## config.mk

```make
export PLATFORM = sky130hd
export DESIGN_NAME = ppp_async_tx_framer_fcs16_top_flat
export DESIGN_NICKNAME = d
export VERILOG_FILES = /design/src/design/pppf_pkg.sv /design/src/design/pppf_if.sv /design/src/design/pppf_expand.sv /design/src/design/ppp_async_tx_framer_fcs16_top.sv /design/src/flat_wrapper.sv
export SDC_FILE = /design/constraint.sdc
export NUM_CORES = 1
export LEC_CHECK = 0
export ABC_CLOCK_PERIOD_IN_PS = 7600
export BUFFER_PORTS_ARGS = -buffer_cell sky130_fd_sc_hd__buf_2
export CORE_MARGIN = 5
export CORE_UTILIZATION = 50
export DETAILED_ROUTE_END_ITERATION = 10
export HOLD_SLACK_MARGIN = 0.06
export PLACE_DENSITY = 0.67
export SLEW_MARGIN = 20
export SYNTH_ARGS = -nofsm -noshare
export SYNTH_HDL_FRONTEND = slang
export SYNTH_HIERARCHICAL = 1
export SYNTH_SLANG_ARGS = --single-unit
```

## constraint.sdc

```tcl
create_clock -name clk_i -period 7.6 [get_ports clk_i]
set_input_delay 0.38 -clock clk_i [delete_from_list [all_inputs] [get_ports clk_i]]
set_output_delay 0.38 -clock clk_i [all_outputs]
set_load 0.03 [all_outputs]
```

## src/design/pppf_pkg.sv

```systemverilog
// shared constants, types and functions for the ppp async transmit framer
package pppf_pkg;

  localparam logic [7:0]  FLAG_BYTE = 8'h7E;
  localparam logic [7:0]  ESC_BYTE  = 8'h7D;
  localparam logic [7:0]  ESC_XOR   = 8'h20;
  localparam logic [7:0]  CTRL_LIM  = 8'h20;
  localparam logic [15:0] FCS_INIT  = 16'hFFFF;
  localparam logic [15:0] FCS_POLY  = 16'h8408;

  // up to eight line bytes come out of one request
  localparam int unsigned SEQ_DEPTH = 8;
  localparam int unsigned SEQ_IDX_W = 3;

  typedef struct packed {
    logic [SEQ_DEPTH-1:0][7:0] bytes;
    logic [SEQ_IDX_W-1:0]      cnt_m1;
  } seq_t;

  // one byte of the reflected crc-16 update, bit at a time
  function automatic logic [15:0] fcs_update(input logic [15:0] fcs, input logic [7:0] b);
    logic [15:0] v;
    v = fcs ^ {8'h00, b};
    for (int i = 0; i < 8; i++) begin
      if (v[0]) begin
        v = (v >> 1) ^ FCS_POLY;
      end else begin
        v = v >> 1;
      end
    end
    return v;
  endfunction

  // control characters, escape and flag go out as an escape pair
  function automatic logic needs_escape(input logic [7:0] b);
    return (b < CTRL_LIM) || (b == ESC_BYTE) || (b == FLAG_BYTE);
  endfunction

endpackage

```

## src/design/pppf_if.sv

```systemverilog
// valid/ready channel interfaces for the framer input and output
interface pppf_in_if;
  logic       valid;
  logic       ready;
  logic [7:0] data_byte;
  logic       first_byte;
  logic       last_byte;

  modport source (output valid, output data_byte, output first_byte, output last_byte,
                  input ready);
  modport sink   (input valid, input data_byte, input first_byte, input last_byte,
                  output ready);
endinterface

interface pppf_out_if;
  logic       valid;
  logic       ready;
  logic [7:0] line_byte;
  logic       run_last;
  logic       frame_done;

  modport source (output valid, output line_byte, output run_last, output frame_done,
                  input ready);
  modport sink   (input valid, input line_byte, input run_last, input frame_done,
                  output ready);
endinterface

```

## src/design/pppf_expand.sv

```systemverilog
// fcs update and expansion of one request into its line byte sequence
module pppf_expand (
  input  logic [7:0]     data_byte_i,
  input  logic           first_byte_i,
  input  logic           last_byte_i,
  input  logic [15:0]    fcs_i,
  output logic [15:0]    fcs_o,
  output pppf_pkg::seq_t seq_o
);

  logic [15:0] fcs_base;
  logic [15:0] fcs_new;
  logic [15:0] fcs_sent;
  logic [3:0]  n;
  logic [3:0]  n_m1;

  // restart the check sequence on an opening byte
  assign fcs_base = first_byte_i ? pppf_pkg::FCS_INIT : fcs_i;
  assign fcs_new  = pppf_pkg::fcs_update(fcs_base, data_byte_i);
  assign fcs_sent = ~fcs_new;
  assign fcs_o    = fcs_new;

  // flag if first, escaped data, and if last escaped fcs and flag
  always_comb begin
    seq_o.bytes = '0;
    n = 4'd0;
    if (first_byte_i) begin
      seq_o.bytes[n[2:0]] = pppf_pkg::FLAG_BYTE;
      n = n + 4'd1;
    end
    if (pppf_pkg::needs_escape(data_byte_i)) begin
      seq_o.bytes[n[2:0]] = pppf_pkg::ESC_BYTE;
      n = n + 4'd1;
      seq_o.bytes[n[2:0]] = data_byte_i ^ pppf_pkg::ESC_XOR;
    end else begin
      seq_o.bytes[n[2:0]] = data_byte_i;
    end
    n = n + 4'd1;
    if (last_byte_i) begin
      if (pppf_pkg::needs_escape(fcs_sent[7:0])) begin
        seq_o.bytes[n[2:0]] = pppf_pkg::ESC_BYTE;
        n = n + 4'd1;
        seq_o.bytes[n[2:0]] = fcs_sent[7:0] ^ pppf_pkg::ESC_XOR;
      end else begin
        seq_o.bytes[n[2:0]] = fcs_sent[7:0];
      end
      n = n + 4'd1;
      if (pppf_pkg::needs_escape(fcs_sent[15:8])) begin
        seq_o.bytes[n[2:0]] = pppf_pkg::ESC_BYTE;
        n = n + 4'd1;
        seq_o.bytes[n[2:0]] = fcs_sent[15:8] ^ pppf_pkg::ESC_XOR;
      end else begin
        seq_o.bytes[n[2:0]] = fcs_sent[15:8];
      end
      n = n + 4'd1;
      seq_o.bytes[n[2:0]] = pppf_pkg::FLAG_BYTE;
      n = n + 4'd1;
    end
    n_m1 = n - 4'd1;
    seq_o.cnt_m1 = n_m1[2:0];
  end

endmodule

```

## src/design/ppp_async_tx_framer_fcs16_top.sv

```systemverilog
// top level of the ppp asynchronous transmit framer with fcs-16
// Each request carries one unframed frame byte and produces one to eight line bytes,
// delivered one per cycle, while output ready is high, from a result register: an
// opening flag on the first byte, the byte itself or an escape pair, and after the
// last byte the complemented fcs (low byte first, escaped) and a closing flag. An
// input register in front of the output sequence register takes the next request
// while the current sequence drains, and that request moves across in the cycle the
// last line byte goes out. Input ready is low only while both registers are full, so
// input ready never waits on output ready in the same cycle. The fcs restarts only
// on a first byte; a byte outside an open frame is folded in and sent without flags.
// No reset sweep.
module ppp_async_tx_framer_fcs16_top (
  input  logic        clk_i,
  input  logic        rst_ni,
  pppf_in_if.sink     in_i,
  pppf_out_if.source  out_o
);

  logic                 a_valid_q;
  logic [7:0]           a_data_q;
  logic                 a_first_q;
  logic                 a_last_q;
  logic                 b_valid_q;
  logic                 b_last_q;
  logic [2:0]           ptr_q;
  pppf_pkg::seq_t       seq_q;
  pppf_pkg::seq_t       seq_d;
  logic [15:0]          fcs_q;
  logic [15:0]          fcs_d;
  logic                 in_fire;
  logic                 out_fire;
  logic                 b_finish;
  logic                 b_load;

  // handshake and stage movement
  assign in_i.ready = !a_valid_q || !b_valid_q;
  assign in_fire    = in_i.valid && in_i.ready;
  assign out_fire   = b_valid_q && out_o.ready;
  assign b_finish   = out_fire && (ptr_q == seq_q.cnt_m1);
  assign b_load     = a_valid_q && (!b_valid_q || b_finish);

  // input register control
  always_ff @(posedge clk_i or negedge rst_ni) begin
    if (!rst_ni) begin
      a_valid_q <= 1'b0;
    end else if (in_fire) begin
      a_valid_q <= 1'b1;
    end else if (b_load) begin
      a_valid_q <= 1'b0;
    end
  end

  // input register payload
  always_ff @(posedge clk_i) begin
    if (in_fire) begin
      a_data_q  <= in_i.data_byte;
      a_first_q <= in_i.first_byte;
      a_last_q  <= in_i.last_byte;
    end
  end

  pppf_expand u_expand (
    .data_byte_i  (a_data_q),
    .first_byte_i (a_first_q),
    .last_byte_i  (a_last_q),
    .fcs_i        (fcs_q),
    .fcs_o        (fcs_d),
    .seq_o        (seq_d)
  );

  // running fcs and sequence control
  always_ff @(posedge clk_i or negedge rst_ni) begin
    if (!rst_ni) begin
      fcs_q     <= pppf_pkg::FCS_INIT;
      b_valid_q <= 1'b0;
      ptr_q     <= '0;
    end else if (b_load) begin
      fcs_q     <= fcs_d;
      b_valid_q <= 1'b1;
      ptr_q     <= '0;
    end else if (b_finish) begin
      b_valid_q <= 1'b0;
    end else if (out_fire) begin
      ptr_q     <= ptr_q + 3'd1;
    end
  end

  // sequence payload
  always_ff @(posedge clk_i) begin
    if (b_load) begin
      seq_q    <= seq_d;
      b_last_q <= a_last_q;
    end
  end

  // result port
  assign out_o.valid      = b_valid_q;
  assign out_o.line_byte  = seq_q.bytes[ptr_q];
  assign out_o.run_last   = (ptr_q == seq_q.cnt_m1);
  assign out_o.frame_done = b_last_q && (ptr_q == seq_q.cnt_m1);

endmodule

```

## src/flat_wrapper.sv

```systemverilog
// flat-port wrapper written by rule: the top's interface ports become plain ports
module ppp_async_tx_framer_fcs16_top_flat 
  (clk_i, rst_ni, in_i_valid, in_i_data_byte, in_i_first_byte, in_i_last_byte, in_i_ready, out_o_valid, out_o_line_byte, out_o_run_last, out_o_frame_done, out_o_ready);
  pppf_in_if in_i_i ();
  pppf_out_if out_o_i ();
  input  logic clk_i;
  input  logic rst_ni;
  input wire logic [$bits(in_i_i.valid)-1:0] in_i_valid;
  input wire logic [$bits(in_i_i.data_byte)-1:0] in_i_data_byte;
  input wire logic [$bits(in_i_i.first_byte)-1:0] in_i_first_byte;
  input wire logic [$bits(in_i_i.last_byte)-1:0] in_i_last_byte;
  output wire logic [$bits(in_i_i.ready)-1:0] in_i_ready;
  output wire logic [$bits(out_o_i.valid)-1:0] out_o_valid;
  output wire logic [$bits(out_o_i.line_byte)-1:0] out_o_line_byte;
  output wire logic [$bits(out_o_i.run_last)-1:0] out_o_run_last;
  output wire logic [$bits(out_o_i.frame_done)-1:0] out_o_frame_done;
  input wire logic [$bits(out_o_i.ready)-1:0] out_o_ready;
  assign in_i_i.valid = in_i_valid;
  assign in_i_i.data_byte = in_i_data_byte;
  assign in_i_i.first_byte = in_i_first_byte;
  assign in_i_i.last_byte = in_i_last_byte;
  assign in_i_ready = in_i_i.ready;
  assign out_o_valid = out_o_i.valid;
  assign out_o_line_byte = out_o_i.line_byte;
  assign out_o_run_last = out_o_i.run_last;
  assign out_o_frame_done = out_o_i.frame_done;
  assign out_o_i.ready = out_o_ready;
  ppp_async_tx_framer_fcs16_top u_core (.clk_i(clk_i), .rst_ni(rst_ni), .in_i(in_i_i), .out_o(out_o_i));
endmodule
```

==> impl_metrics.env, run 1 <==
export IMPL_outcome="completed"
export IMPL_syn_to_final_growth_pct=6.688
export IMPL_pin_count=26
export IMPL_rr_startpoint="u_core/a_first_q"
export IMPL_cts_tree="yes"
export IMPL_overflow=0
export IMPL_firstDrtPassIters=6
export IMPL_slowest_stage="fa_1"
export IMPL_antenna_found_initial=0
export IMPL_max_cap_viol_count=0
export IMPL_num_rows=43
export IMPL_finClkSkew_ns=0.01076
export IMPL_synth_edf_count=78
export IMPL_critPathLaunchType="flip-flop"
export IMPL_async_flop_share=0.2121
export IMPL_critPathKind="flip-flop to flip-flop"
export IMPL_cp_end_kind="flip-flop"
export IMPL_period_needed_ns=6.708
export IMPL_layout_commonest_cell="edfxtp_1"
export IMPL_cts_sinks=99
export IMPL_filler_cell_count=1260
export IMPL_wl_um=22990
export IMPL_worstPathRequired_ns=7.76
export IMPL_most_common_layout_cells="edfxtp_1 (78), nor2_1 (70), nand2_1 (63), a21oi_1 (54), o21ai_0 (30)"
export IMPL_layout_nets=750
export IMPL_ys_dominant_reg_cell="edfxtp_1"
export IMPL_grt_util_met1=0.3635
export IMPL_dp_hpwl_um=17150
export IMPL_fin_crit_sh=0.8826
export IMPL_setup_tns_final_ns=0
export IMPL_critPathArrivalTime_ns=6.87
export IMPL_die_w_um=129.9
export IMPL_cpPeakStageDelay_ns=0.91
export IMPL_fmax_ghz=0.1491
export IMPL_drcViolationCount=0
export IMPL_drv_slew=0
export IMPL_synth_avg_cell_area_um2=9.748
export IMPL_synth_distinct_cells=86
export IMPL_dr_first_iter_drc_count=870
export IMPL_ys_ff_latch=99
export IMPL_clock_path_buffers=2
export IMPL_cp_cell_sequence="nor2_1 > xnor2_1 > buf_4 > clkinv_1 > or4_4 > o21ai_4 > inv_2 > fa_1 > inv_1 > nor2_1 > nor2_1 > ha_1 > xor2_1 > nand2_1 > o22a_1 > o21ai_1 > nor2_1 > a221oi_1"
export IMPL_crit_start="u_core/a_first_q"
export IMPL_rsz0062_at_grt="false"
export IMPL_dieHeight_um=129.9
export IMPL_synth_area_um2=7184
export IMPL_clock_latency_ns=0.35
export IMPL_numPortBuffers=25
export IMPL_grt_max_degree=69
export IMPL_gr_max_usage_layer="met2"
export IMPL_die_area_um2=16870
export IMPL_yosys_warnings=6
export IMPL_crit_path_end="u_core/seq_q[23]"
export IMPL_gp_congestion=0.9908
export IMPL_rrSetupSlack_ns=0.89
export IMPL_use_met3=0.03520
export IMPL_numCtsBuffers=9
export IMPL_clock_root_buffer="clkbuf_16"
export IMPL_routed_via_density=6.757
export IMPL_worst_pin_slew_ns=1.031
export IMPL_r2r_cells=18
export IMPL_hold_viol=0
export IMPL_via_count=6162
export IMPL_met2_usage=0.4589
export IMPL_core_area_um2=13990
export IMPL_rr_endpoint="u_core/seq_q[23]"
export IMPL_synth_nets=760
export IMPL_clk_pin_slew_ns=0.07
export IMPL_cts_htree_levels=3
export IMPL_crit_fanout=22
export IMPL_grt_util_all_layers=0.2765
export IMPL_n_antenna_cell=0
export IMPL_start_util=0.5136
export IMPL_wl_per_cell_um=25.20
export IMPL_grt_pass1_vias=5999
export IMPL_grt_pass1_wl_um=34900
export IMPL_ant_nets=0
export IMPL_crit_top_cell="nor2_1"
export IMPL_hold_class="input port to flip-flop"
export IMPL_slew_headroom=0.3066
export IMPL_layout_drive_gt1_share=0.1749
export IMPL_seq_area_frac_synth=0.4020
export IMPL_syn_inst=737
export IMPL_setup_viol=0
critical path: cells and delay by family, from the launching register on:
family / cells / cell delay, ns
buffers and inverters: 4 / 1.07
XOR/XNOR: 2 / 0.46
AND/OR/NAND/NOR: 6 / 1.42
flip-flops: 1 / 0.75
AO/OA/AOI/OAI: 4 / 1.65
adder cells (fa/ha/maj): 2 / 1.15
area by class of cell:
class	count	area, µm²	area share
clock buffers	10	239.0	0.03118
clock inverters	6	65.06	0.008488
inverters	35	133.9	0.01747
multi-input cells	547	3911	0.5103
flip-flops and latches	99	2888	0.3768
well taps	180	225.2	0.02938
repair buffers	35	202.7	0.02644
synth_stat cells, types with 4 or more instances:
cell type	instances	share of area
edfxtp_1	78	0.33
nor2_1	70	0.037
nand2_1	63	0.033
a21oi_1	54	0.038
clkbuf_1	39	0.020
o21ai_0	30	0.021
inv_1	29	0.015
xnor2_1	27	0.033
a31oi_1	18	0.016
nor3_1	18	0.013
a221oi_1	16	0.020
dfstp_2	16	0.059
mux2_2	16	0.025
mux4_2	16	0.050
nand3_1	12	0.0084
and2_1	11	0.0096
a21o_1	10	0.010
buf_2	10	0.0070
o22ai_1	10	0.0087
xor2_1	10	0.012
a211oi_1	9	0.0094
mux2_4	9	0.019
and3_1	8	0.0070
ha_1	8	0.014
mux2i_1	8	0.011
or3_1	8	0.0070
a22oi_1	7	0.0073
o21a_1	7	0.0073
o31ai_1	7	0.0073
a32oi_1	6	0.0073
dfrtp_1	5	0.017
nand2b_1	5	0.0044
nand4_1	5	0.0044
o32ai_1	5	0.0061
nor2b_1	4	0.0035
o31a_1	4	0.0049
or4_1	4	0.0042
state kept, by name, indices dropped and copies added, names as in the netlist:
name,flops
u_core/a_data_q,8
u_core/fcs_q,16
u_core/seq_q,67
u_core/b_last_q,1
u_core/a_valid_q,1
u_core/a_last_q,1
u_core/a_first_q,1
u_core/ptr_q,3
u_core/out_o.valid,1
kinds of logic (layout without fill, tap and decap cells):
kind of cell / Yosys count / count (layout) / share of synthesized area
DFF: 99 / 99 / 0.4020
and+or+nand+nor: 225 / 225 / 0.1506
AOI/OAI and AO/OA: 221 / 221 / 0.2114
muxes: 50 / 50 / 0.1083
buffers and inverters: 91 / 86 / 0.05434
adders and majority gates: 9 / 9 / 0.01672
xor gates and xnor gates: 41 / 41 / 0.05608
other: 1 / 1 / 0.0005220
what timing repair did:
item / CTS / global route
gates resized for setup: 0 / 0
setup buffers: 0 / 0
hold buffers: 1 / 0
endpoints found under the hold margin: 5 / 0
metrics by stage:
stage                     utilization  hold WS [ns]  setup WS, ns  std cells  area [µm²]
after global routing           0.5479        0.1902        0.6432        912        7665
after detailed placement       0.5251        0.4015         1.093        895        7346
after CTS                      0.5476        0.1863         1.053        912        7660
after global placement         0.5251        0.3890         1.307        895        7346
final                          0.5479        0.1955        0.8924        912        7665
after floorplan                     -       0.08441         2.468        737        7184
worst min path at each step:
stage | start | endpoint | slack, ns | depth (start not counted)
after CTS | in_i_data_byte[3] | u_core/a_data_q[3] | 0.19 | 1
after detailed placement | rst_ni | u_core/a_valid_q | 0.40 | 1
final | in_i_data_byte[2] | u_core/a_data_q[2] | 0.20 | 1
after floorplan | rst_ni | u_core/a_valid_q | 0.08 | 0
after global routing | in_i_data_byte[1] | u_core/a_data_q[1] | 0.19 | 1
after global placement | rst_ni | u_core/a_valid_q | 0.39 | 1
layer usage:
metal | routed length, µm | share of wire
met1 | 9636 | 0.42
met2 | 10850 | 0.47
met3 | 1553 | 0.068
met4 | 951 | 0.041
met5 | 0 | 0
Power of run 1 is not shown: default switching activity piles up to over one toggle a cycle in this logic, so the estimate is an artifact.
==> run 2, diff against run 1 <==
- BUFFER_PORTS_ARGS: -buffer_cell sky130_fd_sc_hd__buf_2 -> unset
- DONT_BUFFER_PORTS: unset -> 1
- PLACE_DENSITY: 0.67 -> unset
==> impl_metrics.env, run 2 (synthesized netlist as in run 1, its figures left out) <==
export IMPL_wl_um=23890
export IMPL_worst_pin_slew_ns=1.044
export IMPL_critPathArrivalTime_ns=6.84
export IMPL_max_cap_viol_count=0
export IMPL_largestRegisters="u_core/seq_q: 67 flops, u_core/fcs_q: 16 flops, u_core/a_data_q: 8 flops"
export IMPL_clk_pin_slew_ns=0.08
export IMPL_cp_cell_sequence="xnor2_1 > nor2_1 > xnor2_1 > clkinv_1 > or4_4 > o21ai_4 > buf_4 > inv_2 > fa_1 > inv_1 > nor2_1 > nor2_1 > ha_1 > xor2_1 > nand2_1 > o22a_1 > o21ai_1 > nor2_1 > a221oi_1"
export IMPL_die_w_um=129.9
export IMPL_die_area_um2=16870
export IMPL_critPathLaunchType="flip-flop"
export IMPL_core_area_um2=13990
export IMPL_numPortBuffers=0
export IMPL_multi_input_area_um2=3911
export IMPL_clock_path_buffers=2
export IMPL_cpPeakStageDelay_ns=0.86
export IMPL_drv_slew=0
export IMPL_period_needed_ns=6.684
export IMPL_whs_ns=0.1107
export IMPL_cts_sinks=99
export IMPL_layout_commonest_cell="edfxtp_1"
export IMPL_path_buf_inv=4
export IMPL_wl_per_cell_um=26.93
export IMPL_filler_cell_count=1281
export IMPL_outcome="completed"
export IMPL_critPathTopFamily="simple AND/OR/NAND/NOR gates"
export IMPL_routed_via_density=6.906
export IMPL_post_cts_buffers=0
export IMPL_ant_nets=0
export IMPL_drcViolationCount=0
export IMPL_crit_fanout=22
export IMPL_start_util=0.5136
export IMPL_grt_max_degree=69
export IMPL_hold_viol=0
export IMPL_clock_latency_ns=0.36
export IMPL_pin_count=26
export IMPL_cts_htree_levels=3
export IMPL_rsz0062_at_grt="false"
export IMPL_crit_top_cell="nor2_1"
export IMPL_grt_pass1_vias=5991
export IMPL_finClkSkew_ns=0.01288
export IMPL_antenna_found_initial=1
export IMPL_firstDrtPassIters=6
export IMPL_dp_hpwl_um=17520
export IMPL_num_rows=43
export IMPL_worstPathRequired_ns=7.76
export IMPL_grt_util_all_layers=0.2901
export IMPL_overflow=0
export IMPL_layout_drive_gt1_share=0.1457
export IMPL_gp_congestion=1.038
export IMPL_fin_crit_sh=0.8795
export IMPL_most_common_layout_cells="edfxtp_1 (78), nor2_1 (70), nand2_1 (63), a21oi_1 (54), o21ai_0 (30)"
export IMPL_layout_nets=725
export IMPL_dr_first_iter_drc_count=872
export IMPL_largest_register="u_core/seq_q"
export IMPL_seq_area_um2=2888
export IMPL_grt_pass1_wl_um=36500
export IMPL_cp_end_kind="flip-flop"
export IMPL_cts_tree="yes"
export IMPL_largest_reg_flops=67
export IMPL_slowest_stage="fa_1"
export IMPL_setup_viol=0
export IMPL_n_antenna_cell=0
export IMPL_syn_to_final_growth_pct=4.946
export IMPL_critPathKind="flip-flop to flip-flop"
export IMPL_dieHeight_um=129.9
export IMPL_via_count=6126
export IMPL_hold_class="input port to flip-flop"
export IMPL_fmax_ghz=0.1496
export IMPL_clock_root_buffer="clkbuf_16"
export IMPL_setup_tns_final_ns=0
export IMPL_numCtsBuffers=9
export IMPL_slew_headroom=0.2978
==> run 2: path summary, 6_finish.rpt <==
kind | to | cells after the start | start | slack [ns]
worst min-delay path | u_core/a_first_q | 0 | in_i_first_byte | 0.11
min in group asynchronous | u_core/a_valid_q | 2 | rst_ni | 0.53
worst max-delay path | u_core/seq_q[21] | 19 | u_core/fcs_q[2] | 0.92
worst max register to register | u_core/seq_q[21] | 19 | u_core/fcs_q[2] | 0.92
max in group asynchronous | u_core/fcs_q[10] | 2 | rst_ni | 6.69
worst min register to register | u_core/out_o.valid | 1 | u_core/a_valid_q | 0.60
==> run 2: per-layer routing <==
metal  wire, µm  vias to the layer above  global-route usage
li1           -                     2716                   -
met1       9698                     2962              0.3903
met2      11080                      373              0.4601
met3       2087                       73             0.05199
met4       1011                        2              0.1302
met5         13                        -                   0
==> run 2: cell type report <==
cell class	instances	share of cell area
clock inverter	7	0.01079
multi-input combinational	547	0.5188
inverter	35	0.01776
sequential	99	0.3830
tap	180	0.02987
timing repair buffer	10	0.009957
clock buffer	9	0.02987
==> run 2: through the flow <==
step	utilization	cell area, µm²	setup slack, ns	std cells
after floorplan	-	7184	2.468	737
final	0.5390	7540	0.9159	887
after detailed placement	0.5160	7218	1.071	869
after global routing	0.5390	7540	0.5689	887
after global placement	0.5157	7213	1.318	869
after CTS	0.5386	7535	1.032	886
==> run 2: timing repair <==
item / in CTS / in global routing
hold endpoints to repair: 21 / 5
resized for setup: 0 / 0
hold buffers: 1 / 1
==> run 2: worst register-to-register path: stages, from the launching register on <==
cell	delay, ns
dfstp_2	0.61
xnor2_1	0.14
nor2_1	0.07
xnor2_1	0.53
clkinv_1	0.56
or4_4	0.71
o21ai_4	0.15
buf_4	0.29
inv_2	0.17
fa_1	0.87
inv_1	0.25
nor2_1	0.17
nor2_1	0.08
ha_1	0.23
xor2_1	0.28
nand2_1	0.10
o22a_1	0.20
o21ai_1	0.50
nor2_1	0.22
a221oi_1	0.37
Power of run 2 is left out for the same reason.
